$ cat src/rtl/bdq_pkg.sv
`default_nettype none

package bdq_pkg;

	// operation codes carried by each input item
	typedef enum logic [2:0] {
		OP_PUSH_FRONT = 3'd0,
		OP_PUSH_BACK  = 3'd1,
		OP_POP_FRONT  = 3'd2,
		OP_POP_BACK   = 3'd3,
		OP_SIZE       = 3'd4,
		OP_EMPTY      = 3'd5,
		OP_FRONT      = 3'd6,
		OP_BACK       = 3'd7
	} opcode_t;

	// result status codes
	typedef enum logic [1:0] {
		ST_OK    = 2'd0,
		ST_EMPTY = 2'd1,
		ST_FULL  = 2'd2
	} status_t;

	localparam int unsigned DATA_W = 32;
	localparam int unsigned FILL_W = 7;

endpackage

`default_nettype wire

$ cat src/rtl/bdq_ram.sv
`default_nettype none

module bdq_ram #(
	parameter int unsigned WIDTH = 32,
	parameter int unsigned DEPTH = 64
) (
	input  wire logic                                    clk,
	input  wire logic                                    we,
	input  wire logic [((DEPTH > 1) ? $clog2(DEPTH) : 1)-1:0] waddr,
	input  wire logic [WIDTH-1:0]                        wdata,
	input  wire logic                                    re,
	input  wire logic [((DEPTH > 1) ? $clog2(DEPTH) : 1)-1:0] raddr,
	output logic      [WIDTH-1:0]                        rdata
);

	logic [WIDTH-1:0] mem [DEPTH];

	// single write port, registered read port
	always_ff @(posedge clk) begin
		if (we) begin
			mem[waddr] <= wdata;
		end
		if (re) begin
			rdata <= mem[raddr];
		end
	end

endmodule

`default_nettype wire

$ cat src/rtl/bounded_deque_engine_unit.sv
`default_nettype none

// Bounded double-ended queue of signed 32-bit words kept as a ring buffer of
// DEPTH entries in one synchronous RAM, with a head pointer and an entry count
// in registers. Pushes, size and empty queries, pushes dropped on a full
// queue, and pops or peeks on an empty queue may be issued every cycle while
// no held result is waiting on out_ready. Pops and peeks on a non-empty queue
// read the entry from the RAM, whose read data is registered, and then load
// it into the result register; in_ready stays low during that read. The result
// register lets the next item be accepted in the same cycle that a waiting
// result is taken. The entry store needs no clearing after reset, so the
// block is ready at once.
module bounded_deque_engine_unit #(
	parameter int unsigned DEPTH = 64
) (
	input  wire logic                 clk,
	input  wire logic                 arst_n,
	input  wire logic                 in_valid,
	output logic                      in_ready,
	input  wire bdq_pkg::opcode_t     opcode,
	input  wire logic signed [31:0]   push_value,
	output logic                      out_valid,
	input  wire logic                 out_ready,
	output logic signed [31:0]        data_value,
	output bdq_pkg::status_t          status,
	output logic [6:0]                fill_count
);

	import bdq_pkg::*;

	localparam int unsigned AW = (DEPTH > 1) ? $clog2(DEPTH) : 1;
	localparam int unsigned CW = $clog2(DEPTH + 1);
	localparam int unsigned SW = AW + 1;

	// ring position of element k counted from the front
	function automatic logic [AW-1:0] slot_of(input logic [AW-1:0] base,
			input logic [CW-1:0] k);
		logic [SW-1:0] s;
		s = SW'(base) + SW'(k);
		if (s >= SW'(DEPTH)) begin
			s = s - SW'(DEPTH);
		end
		return s[AW-1:0];
	endfunction

	// count modulo 128 for the fill field
	function automatic logic [FILL_W-1:0] fill_of(input logic [CW-1:0] c);
		logic [CW+FILL_W-1:0] w;
		w = {{FILL_W{1'b0}}, c};
		return w[FILL_W-1:0];
	endfunction

	logic [AW-1:0]     head_q;
	logic [CW-1:0]     count_q;
	logic              busy_q;
	logic              out_valid_q;
	logic [DATA_W-1:0] out_data_q;
	status_t           out_status_q;
	logic [FILL_W-1:0] out_fill_q;

	logic              in_fire;
	logic              is_full;
	logic              is_empty;
	logic [AW-1:0]     head_inc;
	logic [AW-1:0]     head_dec;

	logic [AW-1:0]     head_d;
	logic [CW-1:0]     count_d;
	logic              ram_we;
	logic [AW-1:0]     ram_waddr;
	logic              ram_re;
	logic [AW-1:0]     ram_raddr;
	logic [DATA_W-1:0] ram_rdata;
	logic              res_now;
	logic [DATA_W-1:0] res_data;
	status_t           res_status;

	assign in_ready = !busy_q && (!out_valid_q || out_ready);
	assign in_fire  = in_valid && in_ready;

	assign is_full  = (count_q == CW'(DEPTH));
	assign is_empty = (count_q == '0);
	assign head_inc = (head_q == AW'(DEPTH - 1)) ? '0 : head_q + AW'(1);
	assign head_dec = (head_q == '0) ? AW'(DEPTH - 1) : head_q - AW'(1);

	// decode of one operation against the current pointers
	always_comb begin
		head_d     = head_q;
		count_d    = count_q;
		ram_we     = 1'b0;
		ram_waddr  = head_q;
		ram_re     = 1'b0;
		ram_raddr  = head_q;
		res_now    = 1'b0;
		res_data   = '0;
		res_status = ST_OK;
		unique case (opcode)
			OP_PUSH_FRONT, OP_PUSH_BACK: begin
				if (is_full) begin
					res_now    = 1'b1;
					res_status = ST_FULL;
				end else begin
					ram_we  = 1'b1;
					count_d = count_q + CW'(1);
					if (opcode == OP_PUSH_FRONT) begin
						head_d    = head_dec;
						ram_waddr = head_dec;
					end else begin
						ram_waddr = slot_of(head_q, count_q);
					end
				end
			end
			OP_POP_FRONT, OP_POP_BACK, OP_FRONT, OP_BACK: begin
				if (is_empty) begin
					res_now    = 1'b1;
					res_status = ST_EMPTY;
				end else begin
					ram_re = 1'b1;
					if (opcode == OP_POP_FRONT || opcode == OP_FRONT) begin
						ram_raddr = head_q;
					end else begin
						ram_raddr = slot_of(head_q, count_q - CW'(1));
					end
					if (opcode == OP_POP_FRONT) begin
						head_d  = head_inc;
						count_d = count_q - CW'(1);
					end else if (opcode == OP_POP_BACK) begin
						count_d = count_q - CW'(1);
					end
				end
			end
			OP_SIZE: begin
				res_now  = 1'b1;
				res_data = DATA_W'(count_q);
			end
			OP_EMPTY: begin
				res_now  = 1'b1;
				res_data = is_empty ? DATA_W'(1) : '0;
			end
		endcase
	end

	bdq_ram #(
		.WIDTH(DATA_W),
		.DEPTH(DEPTH)
	) u_store (
		.clk  (clk),
		.we   (in_fire && ram_we),
		.waddr(ram_waddr),
		.wdata(push_value),
		.re   (in_fire && ram_re),
		.raddr(ram_raddr),
		.rdata(ram_rdata)
	);

	// pointers, read in flight and result valid
	always_ff @(posedge clk or negedge arst_n) begin
		if (!arst_n) begin
			head_q      <= '0;
			count_q     <= '0;
			busy_q      <= 1'b0;
			out_valid_q <= 1'b0;
		end else begin
			if (in_fire) begin
				head_q  <= head_d;
				count_q <= count_d;
			end
			busy_q <= in_fire && ram_re;
			if (busy_q) begin
				out_valid_q <= 1'b1;
			end else if (in_fire) begin
				out_valid_q <= res_now;
			end else if (out_ready) begin
				out_valid_q <= 1'b0;
			end
		end
	end

	// result payload
	always_ff @(posedge clk) begin
		if (busy_q) begin
			out_data_q   <= ram_rdata;
			out_status_q <= ST_OK;
		end else if (in_fire) begin
			out_data_q   <= res_data;
			out_status_q <= res_status;
			out_fill_q   <= fill_of(count_d);
		end
	end

	assign out_valid  = out_valid_q;
	assign data_value = out_data_q;
	assign status     = out_status_q;
	assign fill_count = out_fill_q;

`ifndef NO_ASSERTIONS
	// count stays within the ring
	a_count_bound: assert property (@(posedge clk) disable iff (!arst_n)
		count_q <= CW'(DEPTH))
		else $error("entry count beyond depth");

	// result register is free while a read is in flight
	a_busy_out_free: assert property (@(posedge clk) disable iff (!arst_n)
		busy_q |-> !out_valid_q)
		else $error("read in flight with result still held");

	// read data always lands as a result
	a_busy_result: assert property (@(posedge clk) disable iff (!arst_n)
		busy_q |=> out_valid_q)
		else $error("read completed without a result");

	// an accepted push grows the count by one
	a_push_count: assert property (@(posedge clk) disable iff (!arst_n)
		(in_fire && !is_full && (opcode == OP_PUSH_FRONT || opcode == OP_PUSH_BACK))
		|=> (count_q == $past(count_q) + CW'(1)))
		else $error("push did not grow the count");
`endif

endmodule

`default_nettype wire
$ cat config.mk
export PLATFORM = sky130hd
export DESIGN_NAME = bounded_deque_engine_unit
export DESIGN_NICKNAME = d
export VERILOG_FILES = /design/src/rtl/bdq_pkg.sv /design/src/rtl/bdq_ram.sv /design/src/rtl/bounded_deque_engine_unit.sv
export SDC_FILE = /design/constraint.sdc
export NUM_CORES = 2
export LEC_CHECK = 0
export BUFFER_PORTS_ARGS = -buffer_cell sky130_fd_sc_hd__buf_2
export CAP_MARGIN = 40
export CORE_AREA = 2 2 499 501
export CTS_CLUSTER_DIAMETER = 150
export DETAILED_ROUTE_END_ITERATION = 10
export DIE_AREA = 0 0 501 503
export PLACE_DENSITY = 0.6
export SYNTH_ARGS = -nofsm -noshare
export SYNTH_HDL_FRONTEND = slang
export SYNTH_SLANG_ARGS = --single-unit
export TNS_END_PERCENT = 5
$ cat constraint.sdc
create_clock -name clk -period 4.45 [get_ports clk]
set_clock_uncertainty 0.05 [all_clocks]
set_input_delay 0.6675 -clock clk [delete_from_list [all_inputs] [get_ports clk]]
set_output_delay 0.6675 -clock clk [all_outputs]
set_load 0.02 [all_outputs]
==> metrics.yaml <==
clock_network:
  clock_sinks: 2136
  cts.clk_slew.worst_paths_ns: 0.07
  cts_root_buf: "clkbuf_16"
  insertion_delay_ns: 0.87
  clockBufferDepth: 3
  cts_tree: "yes"
  htreeDepth: 4
  cts_buffers: 204
  cts_setup_buffers: 0
synth:
  yosys-mux-area-fraction_pct: 3.145
  ys_ff_latch: 2136
  synth-main-ff-cell: "edfxtp_1"
  synth_top_family_by_area: "compound AO/OA/AOI/OAI gates"
  yosys.area_share.adder_pct: 0.2655
  synth_xor_area_share_pct: 0.1838
  syn_inst: 5574
  synth-edff-count: 2119
  syn_area_um2: 85780
  netlist.area_leader.share_pct: 74.18
  synth-compound-area-share_pct: 11.44
  yosys_warnings: 0
  synth_nets: 5630
  seq_area_frac_synth_pct: 74.66
  synth.distinct_cells: 61
  synth_area_per_cell_um2: 15.39
  synth.area.top_cells: "edfxtp_1, mux2i_1, a22oi_1"
  synthArstFlopShare_pct: 0.7022
  synth-simple-area-share_pct: 7.965
  yosys.area.top_type: "edfxtp_1"
power_and_ir_drop:
  powerDensity_nw_per_um2: 678.3
  vdd_drop_max_uv: 677.5
  power.leakage_uw: 0.03332
worst_setup_path:
  critPathKind: "flip-flop to flip-flop"
  startpoint: "count_q[0]$_DFFE_PN0P_"
  crit_required_ns: 4.97
  critPathCapture: "u_store.rdata[8]$_DFFE_PP_"
  crit_arrival_ns: 4.89
  crit_fanout: 21
  cp-end-kind: "flip-flop"
  rr_endpoint: "u_store.rdata[8]$_DFFE_PP_"
  regToRegSetupSlack_ns: 0.09
  r2r_cells: 15
  worstReg2RegStart: "count_q[0]$_DFFE_PN0P_"
  crit_path_start_kind: "flip-flop"
cells_and_area:
  fill_cells: 22170
  syn2layout_area_growth_pct: 16.49
  layout.cells.non_filler: 9207
  stdcell_area_um2: 99930
  layout-drive-gt1-share_pct: 14.54
  nets: 5855
  final_core_util_pct: 40.45
  multi_input_area_um2: 20410
  regArea_um2: 64050
placed_design:
  port_buffers: 81
  post-place-ws_ns: -0.1326
  place_area_um2: 93550
  post-place-cells: 8829
  gp_congestion: 0.8304
  hpwl_mm: 143.9
sta:
  hold_violations: 0
  setup_viol: 0
  rsz0062_at_grt: "true"
  max-slew-margin-rel_pct: 36.06
  fmaxAchievable_mhz: 229.3
  worst_slack_ns: 0.08864
  worst_pin_slew_ns: 0.9591
  fin_crit_ns: 4.361
  finalCritPeriodShare_pct: 98.01
  final_max_slew_viol_count: 0
min_path:
  hold_class: "primary input to flip-flop"
  hold_depth: 1
  min_from: "push_value[26]"
detailed_routing:
  initialDrtViolationCount: 7147
  firstDrtPassIters: 6
  drc_errors: 0
  ant_nets: 0
  routed-via-count: 52960
  wl_per_cell_um: 27.94
  via_per_inst: 5.752
  drt-total-wl_mm: 257.2
floorplanning:
  dieArea_um2: 252000
  core_um2: 247100
  start_util_pct: 34.72
  placementRows: 183
  io-pin-count: 82
  die_height_um: 503
  die_w_um: 501
run:
  cap_violations: 0
global_routing:
  antenna_found_initial: 26
  grt_first_pass_wirelength_mm: 366.7
  grt_pass1_vias: 50940
  grt_max_degree: 157
  gr-usage-all-layers_pct: 19.88
  grt_overflow_total: 0
run_status:
  status: "complete, no violations"
==> where the power goes <==
group          total, µW  switching (µW)  internal (µW)
registers          22900             245          22700
clock network      16800            7440           9320
logic              28100           17900          10200
==> cell families after synthesis <==
kind of cell	count (synthesis)
XOR/XNOR	18
AND/OR/NAND/NOR	1363
flip-flops	2136
buffers and inverters	464
AO/OA/AOI/OAI	1308
multiplexers	268
adder cells (fa/ha/maj)	17
==> through the flow <==
stage	hold slack (ns)	TNS, ns	power (µW)
3_3_place_gp	0.4583	-0.1182	50660
2_1_floorplan	0.3219	0	39050
4_1_cts	0.1316	0	67650
3_5_place_dp	0.4655	-0.2363	50980
5_1_grt	0.1682	-0.04942	70480
6_report	0.1786	0	67780
==> synth_stat cells (3+ instances only) <==
cell type	n
buf_1	34
xnor2_1	9
nor2b_1	4
a211oi_1	256
nor4_1	130
dfrtp_1	15
a221oi_2	25
clkbuf_1	280
a21o_1	7
inv_1	9
mux2i_1	259
or3_1	3
buf_6	10
xor2_1	9
or4_1	64
o21ai_0	20
a311oi_1	128
a21boi_0	3
nand2_1	551
mux2_2	8
o21ai_1	5
o221ai_1	34
and3_1	262
a22oi_1	289
nand2_2	3
a221oi_1	105
a21oi_1	280
nand3_1	13
a22o_1	135
nand3b_1	3
nand2b_1	3
nor2_1	152
buf_2	119
buf_4	11
nor3_1	11
edfxtp_1	2119
ha_1	15
and2_1	157
==> final cells by class <==
class                      count  area share [%]
tap                         3237           4.053
antenna                        7         0.01753
sequential                  2136           64.09
timing repair buffer         473           5.048
clock inverter                88          0.8627
multi-input combinational   2974           20.42
clock buffer                 282           5.464
inverter                      10         0.03756
==> worst min-delay path by stage <==
stage,endpoint,slack (ns)
floorplan,busy_q$_DFF_PN0_,0.32
global placement,status[0]$_SDFFE_PP0P_,0.46
detailed placement,status[0]$_SDFFE_PP0P_,0.47
CTS,u_store.mem[58][26]$_DFFE_PP_,0.13
global route,u_store.mem[50][26]$_DFFE_PP_,0.17
finish,u_store.mem[50][26]$_DFFE_PP_,0.18
==> placed cells by master (no fill, tap or decap), drive strengths merged, types with 5 or more instances in the layout <==
master  instances
buf           472
o211ai          5
inv            18
mux2i         259
a21o            7
nand3          13
mux2            9
or4            64
nor4          130
o21ai          27
dfrtp          15
a211oi        256
and2          157
clkbuf        282
a311oi        128
nand2         554
a22o          135
ha             15
bufinv         13
a21oi         280
clkinv         64
nor2          152
o221ai         34
nor3           11
a221oi        130
and3          262
xor2            9
diode           7
xnor2           9
a22oi         289
edfxtp       2119
==> timing repair <==
item	4_1_cts	5_1_grt
gates resized for setup	3	6
endpoints found under the setup margin	4	10
pin swaps	0	3
hold buffers	1	0
hold endpoints to repair	15	0
==> state kept, by name, summed over array words and instances (netlist names) <==
name / flops
busy_q: 1
count_q: 7
data_value: 32
fill_count: 7
head_q: 6
out_valid: 1
status: 2
u_store.mem: 2048
u_store.rdata: 32
==> layer usage <==
metal  global-route usage, %  wire length [µm]  up-vias
li1                        -                 -    22740
met1                   28.01            107300    27270
met2                   31.59            119900     2595
met3                   3.319             22680      361
met4                   5.804              7251        6
met5                       0                36        -
==> critical path: stages (launching register included) <==
cell,delay (ns)
dfrtp_1,0.39
inv_1,0.12
ha_2,0.29
inv_1,0.11
ha_1,0.24
a21o_1,0.15
a21oi_1,0.21
xor2_1,0.12
buf_4,0.17
o211ai_4,0.62
buf_12,0.31
a311oi_1,0.07
or4_1,0.52
a22oi_1,0.28
buf_4,0.26
o221ai_1,0.13
Note: power is estimated with default switching activity, not from simulation.
